--- src/rtl/core/sstf_pkg.sv ---
// Shared constants for the shortest-seek-time-first disk request scheduler:
// field widths, action and status codes, and parameter defaults.
// No dependencies; sstf_disk_request_scheduler in rtl/core refers to this package by scoped names.
package sstf_pkg;

   // Field widths of the request and response beats.
   localparam int ACTION_W = 2;
   localparam int REQ_W    = 4;
   localparam int TRACK_W  = 10;
   localparam int STATUS_W = 2;
   localparam int MAXQ_W   = 5;

   // Parameter defaults for the top level.
   localparam int REQUESTERS_DEF = 16;
   localparam int TRACKS_DEF     = 1024;

   // Reset value of the queue depth register.
   localparam logic [MAXQ_W-1:0] MAXQ_RESET = 5'd5;

   // Request actions.
   localparam logic [ACTION_W-1:0] ACT_JOIN   = 2'd0;
   localparam logic [ACTION_W-1:0] ACT_SUBMIT = 2'd1;
   localparam logic [ACTION_W-1:0] ACT_RETIRE = 2'd2;

   // Response status codes.
   localparam logic [STATUS_W-1:0] ST_OK      = 2'd0;
   localparam logic [STATUS_W-1:0] ST_BUSY    = 2'd1;
   localparam logic [STATUS_W-1:0] ST_LIMIT   = 2'd2;
   localparam logic [STATUS_W-1:0] ST_PENDING = 2'd3;

endpackage

--- src/rtl/core/sstf_ram.sv ---
// Generic single-write, single-read RAM with a registered read port.
// No dependencies; used by the scheduler to hold pending track numbers.
module sstf_ram #(
   parameter int WIDTH = 10,
   parameter int DEPTH = 16
) (
   input  logic                     clock,
   input  logic                     wr_en,
   input  logic [$clog2(DEPTH)-1:0] wr_addr,
   input  logic [WIDTH-1:0]         wr_data,
   input  logic [$clog2(DEPTH)-1:0] rd_addr,
   output logic [WIDTH-1:0]         rd_data
);

   logic [WIDTH-1:0] mem_ff [DEPTH];
   logic [WIDTH-1:0] rd_data_ff;

   // Write port.
   always_ff @(posedge clock) begin
      if (wr_en) begin
         mem_ff[wr_addr] <= wr_data;
      end
   end

   // Read port, data registered in the cycle after the address.
   always_ff @(posedge clock) begin
      rd_data_ff <= mem_ff[rd_addr];
   end

   assign rd_data = rd_data_ff;

endmodule

--- src/rtl/core/sstf_disk_request_scheduler.sv ---
// Each accepted item passes through S_CHECK and S_DONE before its beat enters the output
// register; an item that triggers a serve also passes through S_SCAN, which checks every slot.
// One item at a time; the next is taken once the previous beat is in the output register.
// The scan reads one slot a cycle from the track RAM through one distance comparator.
// Reset (synchronous, active high) clears all slots, head, counts and sets the queue depth to 5.
// Top level of the scheduler; depends on sstf_pkg and sstf_ram.
module sstf_disk_request_scheduler #(
   parameter int REQUESTERS = sstf_pkg::REQUESTERS_DEF,
   parameter int TRACKS     = sstf_pkg::TRACKS_DEF
) (
   input  logic                            clock,
   input  logic                            reset,
   // Request channel
   input  logic                            req_valid,
   output logic                            req_stall,
   input  logic [sstf_pkg::ACTION_W-1:0]   req_action,
   input  logic [sstf_pkg::REQ_W-1:0]      req_requester,
   input  logic [sstf_pkg::TRACK_W-1:0]    req_track,
   // Response channel
   output logic                            rsp_valid,
   input  logic                            rsp_stall,
   output logic [sstf_pkg::STATUS_W-1:0]   rsp_status,
   output logic                            rsp_served,
   output logic [sstf_pkg::REQ_W-1:0]      rsp_served_requester,
   output logic [sstf_pkg::TRACK_W-1:0]    rsp_served_track,
   // Configuration channel
   input  logic                            csr_valid,
   output logic                            csr_ready,
   input  logic [sstf_pkg::MAXQ_W-1:0]     csr_max_queue
);

   localparam int IDX_W    = $clog2(REQUESTERS);
   localparam int CNT_W    = $clog2(REQUESTERS + 1);
   localparam int TH_W     = (CNT_W > sstf_pkg::MAXQ_W) ? CNT_W : sstf_pkg::MAXQ_W;
   localparam int TW       = sstf_pkg::TRACK_W;
   localparam int TrkTop   = (TRACKS > (1 << TW)) ? ((1 << TW) - 1) : (TRACKS - 1);
   localparam logic [16:0]      TRACKS_V = 17'(TRACKS);
   localparam logic [TW-1:0]    TRK_TOP  = TW'(TrkTop);
   localparam logic [IDX_W-1:0] LAST_IDX = IDX_W'(REQUESTERS - 1);
   localparam logic [CNT_W-1:0] LIVE_TOP = CNT_W'(REQUESTERS);

   // Sequencer states.
   localparam logic [1:0] S_IDLE  = 2'd0;
   localparam logic [1:0] S_CHECK = 2'd1;
   localparam logic [1:0] S_SCAN  = 2'd2;
   localparam logic [1:0] S_DONE  = 2'd3;

   logic [1:0]                    state_ff, state_in;
   logic [REQUESTERS-1:0]         slot_valid_ff, slot_valid_in;
   logic [TW-1:0]                 head_ff, head_in;
   logic [CNT_W-1:0]              pending_ff, pending_in;
   logic [CNT_W-1:0]              live_ff, live_in;
   logic [sstf_pkg::MAXQ_W-1:0]   maxq_ff, maxq_in;
   logic [sstf_pkg::STATUS_W-1:0] status_ff, status_in;
   logic                          need_ff, need_in;
   logic [IDX_W-1:0]              scan_cnt_ff, scan_cnt_in;
   logic                          issue_ff, issue_in;
   logic                          chk_vld_ff, chk_vld_in;
   logic [IDX_W-1:0]              chk_idx_ff, chk_idx_in;
   logic                          found_ff, found_in;
   logic [IDX_W-1:0]              best_idx_ff, best_idx_in;
   logic [TW-1:0]                 best_trk_ff, best_trk_in;
   logic [TW-1:0]                 best_d_ff, best_d_in;
   logic                          rsp_valid_ff, rsp_valid_in;
   logic [sstf_pkg::STATUS_W-1:0] rsp_status_ff, rsp_status_in;
   logic                          rsp_served_ff, rsp_served_in;
   logic [sstf_pkg::REQ_W-1:0]    rsp_req_ff, rsp_req_in;
   logic [TW-1:0]                 rsp_trk_ff, rsp_trk_in;

   logic                          req_fire;
   logic                          req_ok;
   logic [IDX_W-1:0]              req_idx;
   logic [TW-1:0]                 trk_sat;
   logic [sstf_pkg::MAXQ_W-1:0]   mq_eff;
   logic [TH_W-1:0]               live_ext, mq_ext, thr, pend_ext;
   logic                          at_thr;
   logic [TW-1:0]                 seek_d;
   logic                          rsp_load;
   logic                          ram_we;
   logic [TW-1:0]                 ram_rd_data;

   // Handshakes.
   assign req_fire  = req_valid && !req_stall;
   assign req_stall = (state_ff != S_IDLE);
   assign csr_ready = 1'b1;
   assign rsp_load  = (state_ff == S_DONE) && (!rsp_valid_ff || !rsp_stall);

   // Request decode: slot index check and track saturation.
   assign req_ok  = 32'(req_requester) < 32'(REQUESTERS);
   assign req_idx = IDX_W'(req_requester);
   assign trk_sat = ({7'd0, req_track} >= TRACKS_V) ? TRK_TOP : req_track;
   assign ram_we  = req_fire && (req_action == sstf_pkg::ACT_SUBMIT) && req_ok
                    && !slot_valid_ff[req_idx] && !at_thr;

   // Serve threshold: min(live count, queue depth), with a depth of zero treated as one.
   assign mq_eff   = (maxq_ff == '0) ? sstf_pkg::MAXQ_W'(1) : maxq_ff;
   assign live_ext = TH_W'(live_ff);
   assign mq_ext   = TH_W'(mq_eff);
   assign thr      = (live_ext < mq_ext) ? live_ext : mq_ext;
   assign pend_ext = TH_W'(pending_ff);
   assign at_thr   = (pend_ext >= thr);

   // The shared unit: distance from the head to the slot track just read.
   assign seek_d = (ram_rd_data > head_ff) ? (ram_rd_data - head_ff) : (head_ff - ram_rd_data);

   // Track store, one entry per requester.
   sstf_ram #(
      .WIDTH (TW),
      .DEPTH (REQUESTERS)
   ) u_track_ram (
      .clock   (clock),
      .wr_en   (ram_we),
      .wr_addr (req_idx),
      .wr_data (trk_sat),
      .rd_addr (scan_cnt_ff),
      .rd_data (ram_rd_data)
   );

   // Sequencer and datapath next state.
   always_comb begin
      state_in      = state_ff;
      slot_valid_in = slot_valid_ff;
      head_in       = head_ff;
      pending_in    = pending_ff;
      live_in       = live_ff;
      maxq_in       = maxq_ff;
      status_in     = status_ff;
      need_in       = need_ff;
      scan_cnt_in   = scan_cnt_ff;
      issue_in      = issue_ff;
      chk_vld_in    = 1'b0;
      chk_idx_in    = chk_idx_ff;
      found_in      = found_ff;
      best_idx_in   = best_idx_ff;
      best_trk_in   = best_trk_ff;
      best_d_in     = best_d_ff;
      rsp_valid_in  = rsp_valid_ff && rsp_stall;
      rsp_status_in = rsp_status_ff;
      rsp_served_in = rsp_served_ff;
      rsp_req_in    = rsp_req_ff;
      rsp_trk_in    = rsp_trk_ff;

      if (csr_valid && csr_ready) begin
         maxq_in = csr_max_queue;
      end

      unique case (state_ff)
         S_IDLE: begin
            // Apply the action of the accepted beat.
            if (req_fire) begin
               status_in = sstf_pkg::ST_OK;
               state_in  = S_CHECK;
               unique case (req_action)
                  sstf_pkg::ACT_JOIN: begin
                     if (live_ff >= LIVE_TOP) begin
                        status_in = sstf_pkg::ST_LIMIT;
                     end else begin
                        live_in = live_ff + CNT_W'(1);
                     end
                  end
                  sstf_pkg::ACT_SUBMIT: begin
                     if (!req_ok || slot_valid_ff[req_idx] || at_thr) begin
                        status_in = sstf_pkg::ST_BUSY;
                     end else begin
                        slot_valid_in[req_idx] = 1'b1;
                        pending_in = pending_ff + CNT_W'(1);
                     end
                  end
                  sstf_pkg::ACT_RETIRE: begin
                     if (live_ff == '0) begin
                        status_in = sstf_pkg::ST_LIMIT;
                     end else if (req_ok && slot_valid_ff[req_idx]) begin
                        status_in = sstf_pkg::ST_PENDING;
                     end else begin
                        live_in = live_ff - CNT_W'(1);
                     end
                  end
                  default: begin
                     status_in = sstf_pkg::ST_BUSY;
                  end
               endcase
            end
         end
         S_CHECK: begin
            // Decide whether this step serves a request.
            need_in     = (pending_ff != '0) && at_thr;
            found_in    = 1'b0;
            scan_cnt_in = '0;
            issue_in    = (pending_ff != '0) && at_thr;
            state_in    = ((pending_ff != '0) && at_thr) ? S_SCAN : S_DONE;
         end
         S_SCAN: begin
            // Issue one slot read per cycle.
            if (issue_ff) begin
               chk_vld_in = 1'b1;
               chk_idx_in = scan_cnt_ff;
               if (scan_cnt_ff == LAST_IDX) begin
                  issue_in = 1'b0;
               end else begin
                  scan_cnt_in = scan_cnt_ff + IDX_W'(1);
               end
            end
            // Compare the slot read last cycle against the best so far.
            if (chk_vld_ff) begin
               if (slot_valid_ff[chk_idx_ff] && (!found_ff || (seek_d < best_d_ff))) begin
                  found_in    = 1'b1;
                  best_idx_in = chk_idx_ff;
                  best_trk_in = ram_rd_data;
                  best_d_in   = seek_d;
               end
               if (chk_idx_ff == LAST_IDX) begin
                  state_in = S_DONE;
               end
            end
         end
         S_DONE: begin
            // Commit the serve and post the response beat.
            if (rsp_load) begin
               rsp_valid_in  = 1'b1;
               rsp_status_in = status_ff;
               rsp_served_in = found_ff;
               rsp_req_in    = found_ff ? sstf_pkg::REQ_W'(best_idx_ff) : '0;
               rsp_trk_in    = found_ff ? best_trk_ff : '0;
               if (found_ff) begin
                  slot_valid_in[best_idx_ff] = 1'b0;
                  head_in    = best_trk_ff;
                  pending_in = pending_ff - CNT_W'(1);
               end
               found_in = 1'b0;
               need_in  = 1'b0;
               state_in = S_IDLE;
            end
         end
      endcase
   end

   // Control registers.
   always_ff @(posedge clock) begin
      if (reset) begin
         state_ff      <= S_IDLE;
         slot_valid_ff <= '0;
         head_ff       <= '0;
         pending_ff    <= '0;
         live_ff       <= '0;
         maxq_ff       <= sstf_pkg::MAXQ_RESET;
         need_ff       <= 1'b0;
         issue_ff      <= 1'b0;
         chk_vld_ff    <= 1'b0;
         found_ff      <= 1'b0;
         rsp_valid_ff  <= 1'b0;
      end else begin
         state_ff      <= state_in;
         slot_valid_ff <= slot_valid_in;
         head_ff       <= head_in;
         pending_ff    <= pending_in;
         live_ff       <= live_in;
         maxq_ff       <= maxq_in;
         need_ff       <= need_in;
         issue_ff      <= issue_in;
         chk_vld_ff    <= chk_vld_in;
         found_ff      <= found_in;
         rsp_valid_ff  <= rsp_valid_in;
      end
   end

   // Payload registers.
   always_ff @(posedge clock) begin
      status_ff     <= status_in;
      scan_cnt_ff   <= scan_cnt_in;
      chk_idx_ff    <= chk_idx_in;
      best_idx_ff   <= best_idx_in;
      best_trk_ff   <= best_trk_in;
      best_d_ff     <= best_d_in;
      rsp_status_ff <= rsp_status_in;
      rsp_served_ff <= rsp_served_in;
      rsp_req_ff    <= rsp_req_in;
      rsp_trk_ff    <= rsp_trk_in;
   end

   assign rsp_valid            = rsp_valid_ff;
   assign rsp_status           = rsp_status_ff;
   assign rsp_served           = rsp_served_ff;
   assign rsp_served_requester = rsp_req_ff;
   assign rsp_served_track     = rsp_trk_ff;

   // The pending count always matches the number of occupied slots.
   a_pending_matches_slots: assert property (@(posedge clock) disable iff (reset)
      32'(pending_ff) == $countones(slot_valid_ff))
      else $error("pending count differs from occupied slots");

   // A scan that was needed always finds an occupied slot.
   a_scan_finds: assert property (@(posedge clock) disable iff (reset)
      (state_ff == S_DONE && need_ff) |-> found_ff)
      else $error("serve scan found no occupied slot");

   // The slot chosen for service is still occupied when it is committed.
   a_best_occupied: assert property (@(posedge clock) disable iff (reset)
      (state_ff == S_DONE && found_ff) |-> slot_valid_ff[best_idx_ff])
      else $error("served slot is not occupied");

   // A serve moves the head to the served track on the next cycle.
   a_head_moves: assert property (@(posedge clock) disable iff (reset)
      (rsp_load && found_ff) |=> (head_ff == $past(best_trk_ff)))
      else $error("head did not move to the served track");

   // The live count never exceeds the number of requesters.
   a_live_bound: assert property (@(posedge clock) disable iff (reset)
      live_ff <= LIVE_TOP)
      else $error("live count above requester count");

endmodule

--- config.mk ---
export PLATFORM = sky130hd
export DESIGN_NAME = sstf_disk_request_scheduler
export DESIGN_NICKNAME = d
export VERILOG_FILES = /design/src/rtl/core/sstf_pkg.sv /design/src/rtl/core/sstf_ram.sv /design/src/rtl/core/sstf_disk_request_scheduler.sv
export SDC_FILE = /design/constraint.sdc
export NUM_CORES = 1
export LEC_CHECK = 0
export BUFFER_PORTS_ARGS = -buffer_cell sky130_fd_sc_hd__buf_4
export CAP_MARGIN = 20
export CORE_MARGIN = 10
export CORE_UTILIZATION = 35
export CTS_CLUSTER_SIZE = 8
export DETAILED_ROUTE_END_ITERATION = 12
export PLACE_DENSITY_LB_ADDON = 0.1
export SETUP_SLACK_MARGIN = 0.1
export SLEW_MARGIN = 10
export SYNTH_ARGS = -nofsm -noshare
export SYNTH_HDL_FRONTEND = slang
export SYNTH_HIERARCHICAL = 1
export SYNTH_SLANG_ARGS = --single-unit
--- constraint.sdc ---
create_clock -name clock -period 5.56 [get_ports clock]
set_input_delay 0.278 -clock clock [delete_from_list [all_inputs] [get_ports clock]]
set_output_delay 0.278 -clock clock [all_outputs]
set_load 0.02 [all_outputs]
# Yosys cells after proc, flatten, opt, wreduce, memory -nomap -nowiden
# Memory sizes are Yosys's and may differ from the RTL's. A register that Yosys moved wholly into a read port is not among the register bits.
# Index checks and enable logic that the tools add are counted.
totals:
  regBits: 98
  mem_bits_rw: 160
  in_bits: 26
  word_cells: 155
  mem_count: 1
mem_list:
  columns: ["memory", "words", "width", "read_ports", "rd_ports_with_merged_regs", "write_ports", "line_no", "rtl"]
  rows:
  - ["u_track_ram.mem_ff", 16, 10, 1, 1, 1, "sstf_ram.sv:15", "logic [WIDTH-1:0] mem_ff [DEPTH];"]
op_classes:
  addsub: 7
  n_lt_le_gt_ge: 10
  eq_ne: 20
  n_mux: 53
  n_bitwise: 4
  reduce_logical: 40
op_table:
  columns: ["cell", "n"]
  rows:
  - ["$mux W16", 5]
  - ["$mux W5", 10]
  - ["$pmux W16 S2", 1]
  - ["$ne A2 B2 Y1 const B", 13]
  - ["$pmux W5 S2", 2]
  - ["$sub A10 B10 Y10", 2]
  - ["$and A16 B16 Y16", 1]
  - ["$mux W1", 16]
  - ["$not A16 Y16", 1]
  - ["$or A16 B16 Y16", 1]
  - ["$lt A4 B5 Y1 const B", 3]
  - ["$mux W2", 7]
  - ["$reduce_and A6 Y1", 2]
  - ["$add A5 B1 Y5 const B", 2]
  - ["$gt A10 B10 Y1", 1]
  - ["$logic_and A1 B1 Y1", 10]
  - ["$logic_not A5 Y1", 2]
  - ["$lt A10 B10 Y1", 1]
  - ["$mux W10", 1]
  - ["$sub A5 B1 Y5 const B", 2]
  - ["$reduce_and A3 Y1", 3]
  - ["$bmux W1 S4", 2]
  - ["$demux W1 S4", 2]
  - ["$eq A4 B4 Y1 const B", 2]
  - ["other kinds (23)", 42]

# Longest topological paths before layout
logic_depth:
  depth_word: 10
  depth_mapped: 18

# By module
# Netlist, hierarchy kept.
modules_own_cells:
  columns: ["mod", "n_inst", "cells_each", "area_each_um2"]
  rows:
  - ["sstf_ram", 1, 279, 6353.6]
  - ["sstf_disk_request_scheduler", 1, 549, 5744.3]

# Worst setup path before layout
# No wires, ideal clock.
synth_path:
  path_type: "reg2reg"
  start: "register head_ff[4]"
  end: "register best_d_ff[0] (enable)"
  setup_time_ps: 405
  t_arrival_ps: 5016
  setup_slack_ps: 139
  stages_incl_launch_ff: 18
  n_path_buf: 2
  synth_period_minus_slack_ps: 5421
  path_cell_list: "dfxtp_1 > inv_1 > ha_1 > clkbuf_1 > nand4_1 > or4_1 > o21a_1 > a41o_1 > clkbuf_1 > mux2i_1 > xnor2_1 > ha_1 > or3_1 > o221a_2 > o21a_1 > o2111ai_1 > or3b_2 > nor2_1"
synth_between:
  elab_chain_cells: 6
  elab_cells_between_ends: 8
  classes_between: "add/sub: 2; order compare: 2; mux: 1; reduce/logical: 3"
synth_lines:
  columns: ["item", "line_no", "rtl"]
  rows:
  - ["start, declared", "sstf_disk_request_scheduler.sv:50", "logic [TW-1:0] head_ff, head_in;"]
  - ["start signal, assigned", "sstf_disk_request_scheduler.sv:254", "head_ff <= head_in;"]
  - ["$gt A10 B10 Y1", "sstf_disk_request_scheduler.sv:104", "assign seek_d = (ram_rd_data > head_ff) ? (ram_rd_data - head_ff) : (head_ff - ram_rd_data);"]
  - ["$mux W10", "sstf_disk_request_scheduler.sv:104", null]
  - ["net seek_d[3]", "sstf_disk_request_scheduler.sv:77", "logic [TW-1:0] seek_d;"]
  - ["$lt A10 B10 Y1", "sstf_disk_request_scheduler.sv:205", "if (slot_valid_ff[chk_idx_ff] && (!found_ff || (seek_d < best_d_ff))) begin"]
  - ["$logic_or A1 B1 Y1", "sstf_disk_request_scheduler.sv:205", null]
  - ["$logic_and A1 B1 Y1", "sstf_disk_request_scheduler.sv:205", null]
  - ["$reduce_and A3 Y1 (no source line)", null, null]
  - ["end signal, assigned", "sstf_disk_request_scheduler.sv:273", "best_d_ff <= best_d_in;"]
  - ["end, declared", "sstf_disk_request_scheduler.sv:63", "logic [TW-1:0] best_d_ff, best_d_in;"]
# The timed path passes the listed nets, and every way through them passes these cells.
# A chain may end at the register's enable or synchronous reset.

# Worst setup path in the final report
layout_path:
  start: "register u_track_ram.rd_data_ff[0] (netlist: u_track_ram/rd_data[0]), read port of u_track_ram.mem_ff"
  end: "register best_trk_ff[1] (enable)"
layout_between:
  elab_chain_cells: 6
  elab_cells_between_ends: 8
  classes_between: "add/sub: 2; order compare: 2; mux: 1; reduce/logical: 3"
layout_lines:
  columns: ["item", "line_no", "rtl"]
  rows:
  - ["start, declared", "sstf_ram.sv:16", "logic [WIDTH-1:0] rd_data_ff;"]
  - ["$sub A10 B10 Y10 / $gt A10 B10 Y1 (equally long branches)", "sstf_disk_request_scheduler.sv:104", null]
  - ["$mux W10 (*)", "sstf_disk_request_scheduler.sv:104", null]
  - ["net seek_d[3]", "sstf_disk_request_scheduler.sv:77", null]
  - ["$lt A10 B10 Y1 (*)", "sstf_disk_request_scheduler.sv:205", null]
  - ["$logic_or A1 B1 Y1 (*)", "sstf_disk_request_scheduler.sv:205", null]
  - ["$logic_and A1 B1 Y1 (*)", "sstf_disk_request_scheduler.sv:205", null]
  - ["$reduce_and A3 Y1 (no source line) (*)", null, null]
  - ["end signal, assigned", "sstf_disk_request_scheduler.sv:272", "best_trk_ff <= best_trk_in;"]
  - ["end, declared", "sstf_disk_request_scheduler.sv:62", "logic [TW-1:0] best_trk_ff, best_trk_in;"]
# Mark *: on every way through the listed nets, which the timed path passes. The rest lies on a longest branch.

==> impl_metrics.env <==
export IMPL_outcome="finished clean"
export IMPL_io_buffers=44
export IMPL_r2r_end="best_trk_ff[1]"
export IMPL_hold_path_class="in -> reg"
export IMPL_synthCells=828
export IMPL_wl_mm=27.1
export IMPL_cts_buffers=39
export IMPL_holdPathEnd="maxq_ff[2]"
export IMPL_die_h_um=206
export IMPL_grt_pass1_vias=7590
export IMPL_r2r_cells=18
export IMPL_hold_violations=0
export IMPL_fillerInstances=3097
export IMPL_die_area_mm2=0.0424
export IMPL_tightestPinTransition_ps=966
export IMPL_synth_seq_cells=268
export IMPL_drt_iter0_drc=396
export IMPL_hpwl_mm=18.6
export IMPL_worstSetupPathType="reg -> reg"
export IMPL_syn_cell_area_mm2=0.0121
export IMPL_synth_edf_count=211
export IMPL_fin_crit_sh_pct=92.8
export IMPL_ys_flop_type="edfxtp_1"
export IMPL_overflow=0
export IMPL_peakVddDrop_uv=259
export IMPL_relSlewSlack_pct=35.1
export IMPL_final_max_slew_violation_count=0
export IMPL_htreeDepth=2
export IMPL_drive_above_1_share_pct=17.4
export IMPL_grt_pass1_wl_mm=42.9
export IMPL_die_w_um=206
export IMPL_reg2reg_slack_ps=400
export IMPL_crit_arrival_ps=5390
export IMPL_clock_path_buffers=3
export IMPL_wl_per_cell_um=19.6
export IMPL_period_needed_ps=5160
export IMPL_remaining_drc_errors=0
export IMPL_rsz0062_at_grt="false"
export IMPL_antenna_left=0
export IMPL_p_per_area_mw_per_mm2=443
export IMPL_cp_required_ps=5790
export IMPL_cp_end_kind="flip-flop"
export IMPL_final_cells=1382
export IMPL_rows=68
export IMPL_whs_path_depth=2
export IMPL_synth_seq_area_share_pct=61.8
export IMPL_cts_tree="done"
export IMPL_grt_start_max_net_pins=45
export IMPL_crit_path_max_fanout=20
export IMPL_gp_congestion=0.822
export IMPL_root_buffer="clkbuf_16"
export IMPL_fmax_mhz=194
export IMPL_rr_startpoint="u_track_ram/rd_data[0]"
export IMPL_holdCritStartpoint="csr_valid"
export IMPL_diodes=0
export IMPL_dp_cells=1316
export IMPL_postSynthNetCount=906
export IMPL_start_util_pct=35.3
export IMPL_first_pass_iters=5
export IMPL_setup_violations=0
export IMPL_start_kind="flip-flop"
export IMPL_core_area_mm2=0.0343
export IMPL_num_vias=7097
export IMPL_path_clk_slew_ps=50
export IMPL_grtUsageTotal_pct=13.0
export IMPL_ios=46
export IMPL_cts_sinks=268
export IMPL_nets=985
export IMPL_clock_skew_final_ps=13.3
export IMPL_antenna_found_initial=0
export IMPL_vias_per_cell=5.14
export IMPL_synth_cell_type_count=70
export IMPL_tns_ps=0
export IMPL_cap_viol_max_count=0
export IMPL_clk_latency_ps=530
export IMPL_p_leak_nw=5.08
export IMPL_async_flop_share_pct=0
export IMPL_syn_avg_cell_area_um2=14.6
export IMPL_layout_area_overhead_vs_synth_pct=16.7
export IMPL_ys_warn_count=6
how the worst max path moves through the flow:
stage | startpoint | end | slack (ps) | cells after the start
floorplan | head_ff[4] | best_d_ff[0] | 140 | 17
global placement | u_track_ram/rd_data[0] | best_trk_ff[0] | 650 | 18
detailed placement | u_track_ram/rd_data[0] | best_trk_ff[0] | 430 | 18
CTS | head_ff[1] | best_trk_ff[1] | 420 | 16
global route | head_ff[1] | best_trk_ff[1] | 150 | 16
finish | u_track_ram/rd_data[0] | best_trk_ff[1] | 400 | 18
worst max-delay path, cell delays in order (launching register included):
cell and delay, ps:
dfxtp_1 320, inv_1 60, ha_1 150, inv_1 50, fa_1 380, a21o_1 190
a221oi_1 420, o21ai_0 220, a41o_1 460, mux2i_1 190, xnor2_1 180, ha_1 210
or3_1 370, o221a_2 230, o21a_1 180, o2111ai_1 230, or3b_2 500, nor2_2 280
buf_12 220
through the flow:
stage | util [%] | power (mW) | hold WS, ps | setup WS, ps | area, µm²
floorplan | - | 3.75 | 377 | 139 | 12100
global placement | 37.9 | 4.19 | 427 | 652 | 13000
detailed placement | 37.9 | 4.21 | 425 | 434 | 13000
CTS | 41.2 | 6.37 | 7.85 | 419 | 14100
global route | 41.2 | 6.62 | 37.5 | 147 | 14100
finish | 41.2 | 6.26 | 40.4 | 400 | 14100
flip-flops by register name, indices dropped and copies added (netlist names), 5 cells and up:
name	cells
rsp_served_track	10
best_d_ff	10
slot_valid_ff	16
u_track_ram/mem_ff	160
live_ext	5
maxq_ff	5
pend_ext	5
head_ff	10
u_track_ram/rd_data	10
best_trk_ff	10
final cells by class:
| cell class | instances | area [µm²] | area share, % |
|---|---|---|---|
| inverters | 55 | 206 | 1.46 |
| clock inverters | 3 | 37.5 | 0.266 |
| clock buffers | 58 | 1050 | 7.42 |
| well taps | 455 | 569 | 4.03 |
| flip-flops and latches | 268 | 7480 | 53.0 |
| multi-input cells | 474 | 4230 | 30.0 |
| repair buffers | 69 | 543 | 3.85 |
synth_stat cells (13+ instances only):
master    instances  share of area [%]
mux4_1           16                3.5
nor2_1           45                1.4
mux2i_1          23                1.9
a21oi_1          37                1.5
xnor2_1          13               0.94
a31oi_1          15               0.78
mux4_2           32                6.0
and2_1           21                1.1
ha_1             48                5.0
nand2_1          49                1.5
a22oi_1          20                1.2
dfxtp_1          57                9.4
o21ai_0          13               0.54
edfxtp_1        211                 52
inv_1            55                1.7
a21o_1           13               0.81
clkbuf_1         17               0.53
cell families (layout without fill, tap and decap cells):
family | count (synthesis) | count (layout) | share of synthesized area (%)
buffers and inverters | 86 | 185 | 3.22
AO/OA/AOI/OAI | 155 | 155 | 9.34
AND/OR/NAND/NOR | 175 | 175 | 7.16
other | 1 | 1 | 0.0310
flip-flops | 268 | 268 | 61.8
adder cells (fa/ha/maj) | 52 | 52 | 5.63
multiplexers | 73 | 73 | 11.5
XOR/XNOR | 18 | 18 | 1.30
layer usage:
layer / vias up / global-route usage (%) / share of wire (%)
met5: - / 0 / 0
met4: 0 / 4.77 / 2.1
met3: 41 / 3.42 / 6.6
met2: 181 / 21.6 / 48
met1: 3540 / 16.1 / 43
li1: 3335 / - / -
where the power goes:
group | switching [mW] | total, mW | leakage, nW | internal (mW)
registers | 0.0807 | 2.41 | 2.37 | 2.33
clock network | 0.817 | 2.10 | 0.521 | 1.29
logic | 0.984 | 1.75 | 2.19 | 0.761
timing repair:
| item | in CTS | in global routing |
|---|---|---|
| endpoints found under the hold margin | 5 | 0 |
| buffers inserted | 0 | 0 |
| hold buffers | 5 | 0 |
| resized for setup | 0 | 0 |
placed cells by master (no fill, tap or decap), drive strengths merged, types with 10 or more instances in the layout:
cell	instances
xnor2	13
and2	22
a22oi	22
inv	55
clkbuf	58
o21ai	13
dfxtp	57
edfxtp	211
ha	48
mux2i	23
nor2	45
a21oi	47
nor3	10
a31oi	15
buf	64
a21o	14
mux4	48
nand2	50
Power figures use the tool's default switching activity.
